<file path="src/hw/rtl/npl_ram.sv">
// Generic single-port-write, single-port-read RAM with registered read data.
// No dependencies.
module npl_ram #(
    parameter int WIDTH = 32,
    parameter int DEPTH = 16
) (
    input  logic                                   clk,
    input  logic                                   we,
    input  logic [((DEPTH > 1) ? $clog2(DEPTH) : 1)-1:0] waddr,
    input  logic [WIDTH-1:0]                       wdata,
    input  logic                                   re,
    input  logic [((DEPTH > 1) ? $clog2(DEPTH) : 1)-1:0] raddr,
    output logic [WIDTH-1:0]                       rdata
);
    logic [WIDTH-1:0] mem [DEPTH];

    always_ff @(posedge clk)
    begin
        if (we)
        begin
            mem[waddr] <= wdata;
        end
        if (re)
        begin
            rdata <= mem[raddr];
        end
    end
endmodule

</file>
<file path="config.mk">
export PLATFORM = sky130hd
export DESIGN_NAME = npl_ram
export DESIGN_NICKNAME = d
export VERILOG_FILES = /design/src/hw/rtl/npl_ram.sv
export SDC_FILE = /design/constraint.sdc
export NUM_CORES = 1
export LEC_CHECK = 0
export BUFFER_PORTS_ARGS = -buffer_cell sky130_fd_sc_hd__buf_2
export CAP_MARGIN = 10
export CORE_UTILIZATION = 30
export CTS_CLUSTER_SIZE = 10
export DETAILED_ROUTE_END_ITERATION = 6
export GPL_ROUTABILITY_DRIVEN = 0
export PLACE_DENSITY = 0.47
export SLEW_MARGIN = 25
export SYNTH_ARGS = -nofsm -noshare
export SYNTH_HDL_FRONTEND = slang
export SYNTH_SLANG_ARGS = --single-unit
export TNS_END_PERCENT = 5
</file>
<file path="constraint.sdc">
create_clock -name clk -period 6.55 [get_ports clk]
set_input_delay 1.31 -clock clk [delete_from_list [all_inputs] [get_ports clk]]
set_output_delay 1.31 -clock clk [all_outputs]
set_load 0.03 [all_outputs]
</file>
==> impl_metrics.toml <==
[clocking]
ctsResizeCount = 0
cts_hold_buf = 0
cts-root-buf = "clkbuf_16"
cts_setup_buffers = 0
htree_levels = 2
clkSlewWorstSetupHoldPaths_ns = 0.06
cts_tree = "yes"
cts.sinks = 544
cts_made_buffers = 61
insertion_delay_ns = 0.61
cts_max_path_buffers = 3

[place]
post-dp-hpwl_um = 22500
placed_cells = 1759
dpl_worst_slack_ns = 2.71
portBuffers = 74

[timing]
setup_viol = 0
setup_tns_ns = 0
fin_worst_skew_ns = 0.0110
maxSlewViolCount = 0
rsz0062_at_grt = "false"
fin_ws_ns = 3.42
hold_viol = 0
fmax_ghz = 0.319
worst_pin_slew_ns = 0.825
fin_crit_ns = 3.13
period_share_pct = 47.8
slew_headroom_pct = 45.0

[finish]
syn2layout_area_growth_pct = 15.9
nNetsFinal = 1001
sequential_cell_area_sq_um = 16300
finish.utilization_pct = 35.4
drive_gt1_share_pct = 32.4
fillers = 6080
instances_no_fill = 1833
multi_input_area_sq_um = 3750

[outcome]
violations = "DRC"
status = "finished with violations"

[worst_setup_path]
endpoint_kind = "flip-flop"
crit_fanout = 63
worstPathCellList = "clkbuf_8 -> buf_4 -> mux4_2 -> a22oi_1 -> nand2_1"
crit_required_ns = 6.91
cpMaxStageDelayCell = "clkbuf_8"
cpPeakStageDelay_ns = 0.60
arrival_ns = 3.49
start_kind = "input pin"
path_class = "input pin to flip-flop"

[route]
drt_iter0_markers = 685
drt_wl_total_um = 47900
via_per_inst = 4.95
drt_first_pass_iters = 7
vias = 9075
avgRoutedWirePerCell_um = 26.1
ant_nets = 0
drc = 8

[power_and_ir_drop]
pwr-share-comb_pct = 5.1
power_switching_mw = 1.51
internal_power_mw = 5.74
vdd.ir_drop.worst_mv = 0.190
power_leakage_nw = 7.30
power_mw = 7.25
p_sw_share_pct = 20.8
power.share.sequential_pct = 54.4
p_clk_share_pct = 40.5
p_per_area_nw_per_um2 = 310

[floorplanning]
row_count = 94
die-area_sq_um = 68300
die_h_um = 261
start_util_pct = 30.5
ios = 75
coreArea_sq_um = 66100
fp.dieW_um = 261

[global_routing]
grt_pass1_wl_um = 69100
grt.total_usage_pct = 14.3
grt_pass1_vias = 9687
grt_remaining_overflow = 0
grt_start_max_net_pins = 64
antenna_found_initial = 3

[yosys]
syn_nets = 881
yosysSeqAreaShare_pct = 81.0
syn_inst = 838
yosys_warnings = 0
synth_cell_types = 17
synth.ff_latch_count = 544
avgSynthCellArea_sq_um = 24.1
synth_area_sq_um = 20200

[min_path]
worstHoldPathType = "flip-flop to flip-flop"

[job]
max-cap-violations = 0
## power by group through the flow
stage,sequential [mW],clock [mW],combinational (mW)
after floorplan,4.05,0,0.187
after global placement,4.02,0,0.376
after detailed placement,4.02,0,0.380
after CTS,3.95,3.02,0.381
after global routing,3.95,3.15,0.401
final,3.95,2.93,0.370
## final timing paths
path,slack [ns],depth (start not counted),start,endpoint
max,3.42,5,raddr[0],rdata[3]
min,0.74,3,mem[12][14],rdata[14]
max reg2reg,5.07,3,mem[10][26],rdata[26]
min reg2reg,0.74,3,mem[12][14],rdata[14]
## worst max-delay path: cells and delay by family
family	cells	cell delay, ns
buffers and inverters	2	1.19
AO/OA/AOI/OAI	1	0.24
AND/OR/NAND/NOR	1	0.07
multiplexers	1	0.57
## kinds of logic (layout without fill, tap and decap cells)
family	Yosys count	after routing	synth area share, %
compound gates	64	64	2.38
buf+inv	43	173	1.10
flops	544	544	81.0
mux	128	128	14.3
other cells	0	1	0
simple gates	59	59	1.25
## per-stage QoR
stage	cell area, sq um	hold slack (ns)
3_5_place_dp	21700	0.734
5_1_grt	23400	0.770
4_1_cts	23400	0.748
6_report	23400	0.740
3_3_place_gp	21700	0.729
2_1_floorplan	20200	0.710
## layer usage
metal | routed length, um | track usage (%) | share of wire [%]
met2 | 22500 | 22.0 | 47
met5 | 21 | 0 | 0.044
met4 | 673 | 2.96 | 1.4
met3 | 2380 | 2.97 | 5.0
met1 | 22300 | 20.9 | 47
## flip-flops by register name, summed over array words and instances, names as in the netlist
| signal | flops |
|---|---|
| rdata | 32 |
| mem | 512 |
## synthesized netlist by cell type, drive strengths merged
| cell type | count | area share, % |
|---|---|---|
| a22oi | 64 | 2.4 |
| and2 | 1 | 0.031 |
| buf | 26 | 0.79 |
| clkbuf | 17 | 0.32 |
| edfxtp | 544 | 81 |
| mux4 | 128 | 14 |
| nand2 | 33 | 0.61 |
| nand2b | 2 | 0.062 |
| nand3 | 1 | 0.025 |
| nand3b | 2 | 0.074 |
| nor2 | 13 | 0.24 |
| nor2b | 2 | 0.062 |
| nor3 | 4 | 0.099 |
| or3b | 1 | 0.043 |
## area by class of cell
| class | count | area share, % |
|---|---|---|
| sequential | 544 | 69.9 |
| multi-input combinational | 251 | 16.0 |
| clock buffer | 68 | 6.83 |
| tap | 864 | 4.63 |
| timing repair buffer | 100 | 2.48 |
| clock inverter | 5 | 0.118 |
| antenna | 1 | 0.0107 |
## layout by cell type (no fill, tap or decap)
cell,Yosys,layout
clkinv_1,0,3
nor2b_4,0,2
nand3_1,1,1
a22oi_1,64,64
mux4_2,128,128
clkinvlp_4,0,1
nand3b_1,2,2
buf_6,2,1
inv_6,0,1
nor3_2,0,4
edfxtp_1,544,544
and2_2,0,1
buf_4,11,26
buf_2,4,72
nor2_4,0,13
nand2_1,33,33
nand2b_1,2,2
clkbuf_16,0,63
or3b_2,1,1
clkbuf_1,17,5
diode_2,0,1
clkbuf_8,0,1
Note: power is estimated with default switching activity, not from simulation.
