**src/hw/rtl/npl_pkg.sv**
```systemverilog
// Shared constants and types of the nearest plane hit block.
// Used by the item and configuration interfaces, the intersection unit and the top level.
package npl_pkg;

    localparam int PLANES   = 16;
    localparam int PLANE_AW = (PLANES > 1) ? $clog2(PLANES) : 1;
    localparam int CNT_W    = $clog2(PLANES + 1);
    localparam int SLOT_W   = 4;
    localparam int CFG_AW   = 3;

    localparam logic [CFG_AW-1:0] CFG_CAMERA_X       = 3'd0;
    localparam logic [CFG_AW-1:0] CFG_CAMERA_Y       = 3'd1;
    localparam logic [CFG_AW-1:0] CFG_CAMERA_Z       = 3'd2;
    localparam logic [CFG_AW-1:0] CFG_PLANES_IN_USE  = 3'd3;
    localparam logic [CFG_AW-1:0] CFG_PARALLEL_LIMIT = 3'd4;

    localparam logic [31:0] PARALLEL_LIMIT_RESET = 32'd4295;

    typedef struct packed {
        logic signed [31:0] x;
        logic signed [31:0] y;
        logic signed [31:0] z;
    } vec3_t;

    typedef struct packed {
        logic start;
    } isect_req_t;

    typedef struct packed {
        logic        done;
        logic        valid;
        logic [31:0] t;
    } isect_rsp_t;

endpackage

```
**src/hw/rtl/npl_isect.sv**
```systemverilog
// Ray/plane intersection unit: two dot products on one shared multiplier,
// the parallel and behind tests, and a bit-serial divider for t.
// Depends on npl_pkg.
module npl_isect (
    input  logic                clk,
    input  logic                rst_n,
    input  npl_pkg::isect_req_t req,
    input  npl_pkg::vec3_t      point,
    input  npl_pkg::vec3_t      normal,
    input  npl_pkg::vec3_t      dir,
    input  npl_pkg::vec3_t      origin,
    input  logic [31:0]         limit,
    output npl_pkg::isect_rsp_t rsp
);
    localparam logic [1:0] I_IDLE = 2'd0;
    localparam logic [1:0] I_MUL  = 2'd1;
    localparam logic [1:0] I_CHK  = 2'd2;
    localparam logic [1:0] I_DIV  = 2'd3;

    logic [1:0]         state_reg;
    logic [2:0]         step_reg;
    logic [4:0]         cnt_reg;
    logic signed [65:0] prod_reg;
    logic signed [65:0] den_reg;
    logic signed [67:0] num_reg;
    logic [63:0]        aden_reg;
    logic [63:0]        rem_reg;
    logic [31:0]        low_reg;
    logic [31:0]        q_reg;
    logic               done_reg;
    logic               valid_reg;
    logic [31:0]        t_reg;

    logic signed [32:0] op_a;
    logic signed [32:0] op_b;
    logic signed [65:0] prod_c;
    logic [2:0]         prev_step;
    logic signed [65:0] neg_den;
    logic signed [67:0] neg_num;
    logic [63:0]        aden;
    logic [64:0]        anum;
    logic               skip;
    logic               sat;
    logic [64:0]        rem2;
    logic               ge;
    logic [64:0]        diff;

    // Operand pair per step: three terms of n.d, then three of (P-O).n.
    always_comb
    begin
        case (step_reg)
            3'd0:
            begin
                op_a = {normal.x[31], normal.x};
                op_b = {dir.x[31], dir.x};
            end
            3'd1:
            begin
                op_a = {normal.y[31], normal.y};
                op_b = {dir.y[31], dir.y};
            end
            3'd2:
            begin
                op_a = {normal.z[31], normal.z};
                op_b = {dir.z[31], dir.z};
            end
            3'd3:
            begin
                op_a = {point.x[31], point.x} - {origin.x[31], origin.x};
                op_b = {normal.x[31], normal.x};
            end
            3'd4:
            begin
                op_a = {point.y[31], point.y} - {origin.y[31], origin.y};
                op_b = {normal.y[31], normal.y};
            end
            default:
            begin
                op_a = {point.z[31], point.z} - {origin.z[31], origin.z};
                op_b = {normal.z[31], normal.z};
            end
        endcase
    end

    assign prod_c    = op_a * op_b;
    assign prev_step = step_reg - 3'd1;

    assign neg_den = -den_reg;
    assign neg_num = -num_reg;
    assign aden    = den_reg[65] ? neg_den[63:0] : den_reg[63:0];
    assign anum    = num_reg[67] ? neg_num[64:0] : num_reg[64:0];
    assign skip    = (aden == 64'd0) || (aden < {32'd0, limit})
                     || ((num_reg != 68'sd0) && (num_reg[67] != den_reg[65]));
    // The quotient overflows 32 bits exactly when |num| / 2^16 reaches |den|.
    assign sat     = {15'd0, anum[64:16]} >= aden;

    assign rem2 = {rem_reg, low_reg[31]};
    assign ge   = rem2 >= {1'b0, aden_reg};
    assign diff = rem2 - {1'b0, aden_reg};

    always_ff @(posedge clk or negedge rst_n)
    begin
        if (!rst_n)
        begin
            state_reg <= I_IDLE;
            done_reg  <= 1'b0;
        end
        else
        begin
            done_reg <= 1'b0;
            unique case (state_reg)
                I_IDLE:
                begin
                    if (req.start)
                    begin
                        state_reg <= I_MUL;
                    end
                end
                I_MUL:
                begin
                    if (step_reg == 3'd6)
                    begin
                        state_reg <= I_CHK;
                    end
                end
                I_CHK:
                begin
                    if (skip || sat)
                    begin
                        done_reg  <= 1'b1;
                        state_reg <= I_IDLE;
                    end
                    else
                    begin
                        state_reg <= I_DIV;
                    end
                end
                I_DIV:
                begin
                    if (cnt_reg == 5'd31)
                    begin
                        done_reg  <= 1'b1;
                        state_reg <= I_IDLE;
                    end
                end
                default:
                begin
                    state_reg <= I_IDLE;
                end
            endcase
        end
    end

    always_ff @(posedge clk)
    begin
        case (state_reg)
            I_IDLE:
            begin
                step_reg <= 3'd0;
                den_reg  <= '0;
                num_reg  <= '0;
            end
            I_MUL:
            begin
                prod_reg <= prod_c;
                step_reg <= step_reg + 3'd1;
                if (step_reg != 3'd0)
                begin
                    if (prev_step < 3'd3)
                    begin
                        den_reg <= den_reg + prod_reg;
                    end
                    else
                    begin
                        num_reg <= num_reg + {{2{prod_reg[65]}}, prod_reg};
                    end
                end
            end
            I_CHK:
            begin
                valid_reg <= !skip;
                t_reg     <= 32'hFFFF_FFFF;
                aden_reg  <= aden;
                rem_reg   <= {15'd0, anum[64:16]};
                low_reg   <= {anum[15:0], 16'd0};
                q_reg     <= '0;
                cnt_reg   <= '0;
            end
            default:
            begin
                rem_reg <= ge ? diff[63:0] : rem2[63:0];
                low_reg <= {low_reg[30:0], 1'b0};
                q_reg   <= {q_reg[30:0], ge};
                t_reg   <= {q_reg[30:0], ge};
                cnt_reg <= cnt_reg + 5'd1;
            end
        endcase
    end

    assign rsp.done  = done_reg;
    assign rsp.valid = valid_reg;
    assign rsp.t     = t_reg;
endmodule

```
**config.mk**
```make
export PLATFORM = sky130hd
export DESIGN_NAME = npl_isect
export DESIGN_NICKNAME = d
export VERILOG_FILES = /design/src/hw/rtl/npl_pkg.sv /design/src/hw/rtl/npl_isect.sv
export SDC_FILE = /design/constraint.sdc
export NUM_CORES = 2
export LEC_CHECK = 0
export BUFFER_PORTS_ARGS = -buffer_cell sky130_fd_sc_hd__clkbuf_2
export CORE_MARGIN = 2
export CORE_UTILIZATION = 55
export CTS_BUF_LIST = sky130_fd_sc_hd__clkbuf_4
export DETAILED_ROUTE_END_ITERATION = 7
export HOLD_SLACK_MARGIN = 0.08
export PLACE_DENSITY = 0.76
export SLEW_MARGIN = 0
export SYNTH_ARGS = -nofsm -noshare
export SYNTH_HDL_FRONTEND = slang
export SYNTH_SLANG_ARGS = --single-unit
export TNS_END_PERCENT = 50
```
**constraint.sdc**
```tcl
create_clock -name clk -period 9.9 [get_ports clk]
set_clock_uncertainty 0.2 [all_clocks]
set_input_delay 0.99 -clock clk [delete_from_list [all_inputs] [get_ports clk]]
set_output_delay 0.99 -clock clk [all_outputs]
set_load 0.01 [all_outputs]
```
==> reports/results.ini <==
[run_status]
run_status=finished with violations
violations=setup timing

[setup_path]
cp_max_fo=3
cp-start-kind=primary input
cp-end-kind=flip-flop
path_common_cell=fa_1
critPathArrivalTime_ns=10.95
worstPathRequired_ns=10.40
cp_num_buf_inv=13
crit_type=primary input to flip-flop
cpLargestDelayFamily=adder cells
cpPeakStageDelay_ns=0.56
cp_slowest_cell=fa_2

[clock_tree]
cts_buffers=98
clock_sinks=419
root_buffer=clkbuf_4
clk_pin_slew_ns=0.07
cts_tree=yes
clk_path_buf_depth=3
insertion_delay_ns=0.95
htreeDepth=3

[sta]
setup_viol=21
period_minus_slack_ns=10.46
fin_ws_ns=-0.5594
fmax_mhz=95.61
slew_violations=0
fin_tns_setup_ns=-5.307
hold_violations=0
period_share_pct=105.7
slew-limit-headroom_pct=28.59
worst_slew_pin_slew_ns=1.044
rsz0062_at_grt=true

[global_route]
grt_max_degree=85
grt_pass1_wl_um=408300
grt.met3_usage_pct=6.976
grt_usage_pct=37.36
grt_overflow=0
grt_pass1_vias=71460
grt_busiest_layer=met2
met1_usage_pct=47.32
grt_use_met2_pct=60.68
antenna_found_initial=14

[floorplanning]
rows=137
die_area_sq_um=143000
coreArea_sq_um=139200
chipWidth_um=378.1
initial_core_util_pct=55.30
io_pins=453
die_h_um=378.1

[finish]
utilization_pct=66.66
drive_gt1_share_pct=21.27
n_fill_cell=11270
largest_register_ffs=68
syn_to_final_growth_pct=20.53
final_nets=12140

[yosys]
synth_area_leader_cell=fa_1
ys_warn_count=0
synth_top_area_share_pct=29.96
syn_inst=8770
ys_types=96
syn_nets=10940
synth_edf_count=416
synth_seq_cells=419
synth_area_leaders=fa_1 (30%), edfxtp_1 (16%), ha_1 (9.7%)
avgSynthCellArea_sq_um=8.777
ys_seq_area_share_pct=16.33
synthFlopType=edfxtp_1
async_reset_ff_share_pct=0.7160
synth_area_sq_um=76970

[routing]
drc_errors=0
wl_per_cell_um=22.31
vias_per_cell=5.783
ant_nets=0
vias=69060
wl_um=266400
firstDrtPassIters=7
first_iter_violations=6071

[job]
max_cap_viol_count=0

[place]
port_buffers=452
dp_hpwl_um=225900
place_congestion=1.033

[min_path]
min_path_type=primary input to flip-flop

==> layer usage <==
metal  share of wire (%)  vias to the layer above  wire length [um]
met2                  46                     3294            122900
met5               0.025                        -                66
met3                 8.5                      729             22600
li1                    -                    31060                 -
met1                  39                    33970            104100
met4                 6.3                        6             16760
==> final cells by class <==
cell class              instances  area, sq um  share of cell area [%]
flip-flops and latches        419        12570                   13.55
well taps                    1876         2347                   2.530
multi-input cells            6442        59490                   64.12
diodes                         12        30.03                 0.03237
clock inverters                57        354.1                  0.3817
clock buffers                 122        915.9                  0.9872
inverters                    1515         5714                   6.159
repair buffers               1498        11360                   12.24
==> what timing repair did <==
item | CTS | global route
hold buffers | 1 | 0
setup buffers | 41 | 52
gates resized for setup | 192 | 326
cloned | 1 | 2
pin swaps | 108 | 221
hold endpoints to repair | 3 | 0
endpoints found under the setup margin | 33 | 39
==> Yosys cell counts, types with 11 or more instances <==
cell and n:
a21oi_1 430, nand2b_1 90, o21bai_1 64, a22oi_1 54
xnor2_1 274, a222oi_1 33, o21a_1 62, ha_1 599
a2111oi_0 11, edfxtp_1 416, a21o_1 237, mux2i_1 65
nand4_1 78, or3_1 37, xor2_1 176, nor4_1 34
a31oi_1 40, buf_1 21, o211ai_1 25, or4_1 20
and3_1 29, inv_1 1515, o31ai_1 57, fa_1 1152
a211oi_1 52, o41ai_1 25, a21boi_0 14, a22o_1 15
nor3b_1 12, nor3_1 67, nand3_1 101, clkbuf_1 358
a41oi_1 17, or2_2 35, nor2b_1 61, and2_1 161
a221oi_1 13, o21ai_0 300, o31a_1 12, nor2_1 880
nand2_1 940
==> metrics by stage <==
stage	hold slack (ns)	instance area [sq um]	setup WS, ns	cells
5_1_grt	0.1463	92770	-0.8257	11940
3_3_place_gp	0.3036	88440	-2.207	11660
4_1_cts	0.1082	90910	-0.4256	11880
2_1_floorplan	0.2773	77420	-1.031	8770
3_5_place_dp	0.3046	88440	-2.300	11660
6_report	0.1916	92780	-0.5594	11940
==> worst reg2reg max path: cells and delay by family, from the launching register on <==
kind,cells,cell delay [ns]
flops,1,0.44
simple gates,7,1.56
fa+ha+maj,10,4.69
xor+xnor,1,0.08
buf+inv,8,0.82
compound gates,9,2.33
==> cells in the final DEF (no fill, tap or decap), types with 33 or more instances in the layout <==
master / synthesis / layout
inv_1: 1515 / 1461
fa_1: 1152 / 1108
buf_4: 6 / 924
nand2_1: 940 / 912
nor2_1: 880 / 839
ha_1: 599 / 560
clkbuf_2: 0 / 446
edfxtp_1: 416 / 416
a21oi_1: 430 / 378
xnor2_1: 274 / 269
o21ai_0: 300 / 249
a21o_1: 237 / 234
xor2_1: 176 / 175
and2_1: 161 / 153
clkbuf_4: 0 / 122
nand3_1: 101 / 96
nand2b_1: 90 / 87
nand4_1: 78 / 78
buf_12: 0 / 78
mux2i_1: 65 / 65
o21bai_1: 64 / 60
nor3_1: 67 / 60
o21a_1: 62 / 60
o31ai_1: 57 / 54
nor2b_1: 61 / 53
a22oi_1: 54 / 53
inv_2: 0 / 48
fa_2: 0 / 44
a21oi_2: 0 / 43
a211oi_1: 52 / 42
buf_6: 1 / 40
nor2_2: 1 / 36
or3_1: 37 / 34
a31oi_1: 40 / 33
or2_2: 35 / 33
a222oi_1: 33 / 33
ha_4: 0 / 33
clkinv_1: 0 / 33
==> cells by family (layout without fill, tap and decap cells) <==
logic type,after synthesis,in the layout,synth area share [%]
fa+ha+maj,1751,1751,39.70
xor+xnor,450,450,5.120
mux,69,69,0.9038
simple gates,2604,2604,15.29
buf+inv,1909,3192,9.384
flops,419,419,16.33
compound gates,1568,1568,13.28
other cells,0,12,0
==> final timing paths <==
kind                       depth (start not counted)                 startpoint                  endpoint  slack (ns)
hold / removal                                     3                        req  state_reg[0]$_DFFE_PN0P_        0.19
setup / recovery                                  46                 origin[39]    prod_reg[49]$_DFFE_PP_       -0.56
min in group asynchronous                          2                      rst_n        done_reg$_DFF_PN0_        0.22
setup reg to reg                                  35  step_reg[1]$_SDFFCE_PN0P_    prod_reg[49]$_DFFE_PP_       -0.44
max in group asynchronous                          2                      rst_n  state_reg[1]$_DFFE_PN0P_        9.13
hold reg to reg                                    1    q_reg[30]$_SDFFCE_PP0N_   t_reg[31]$_SDFFCE_PP1N_        0.32
Power is left out: the tool's default activity adds up to more than one toggle a clock period on the data nets, which glitch-free logic cannot reach.
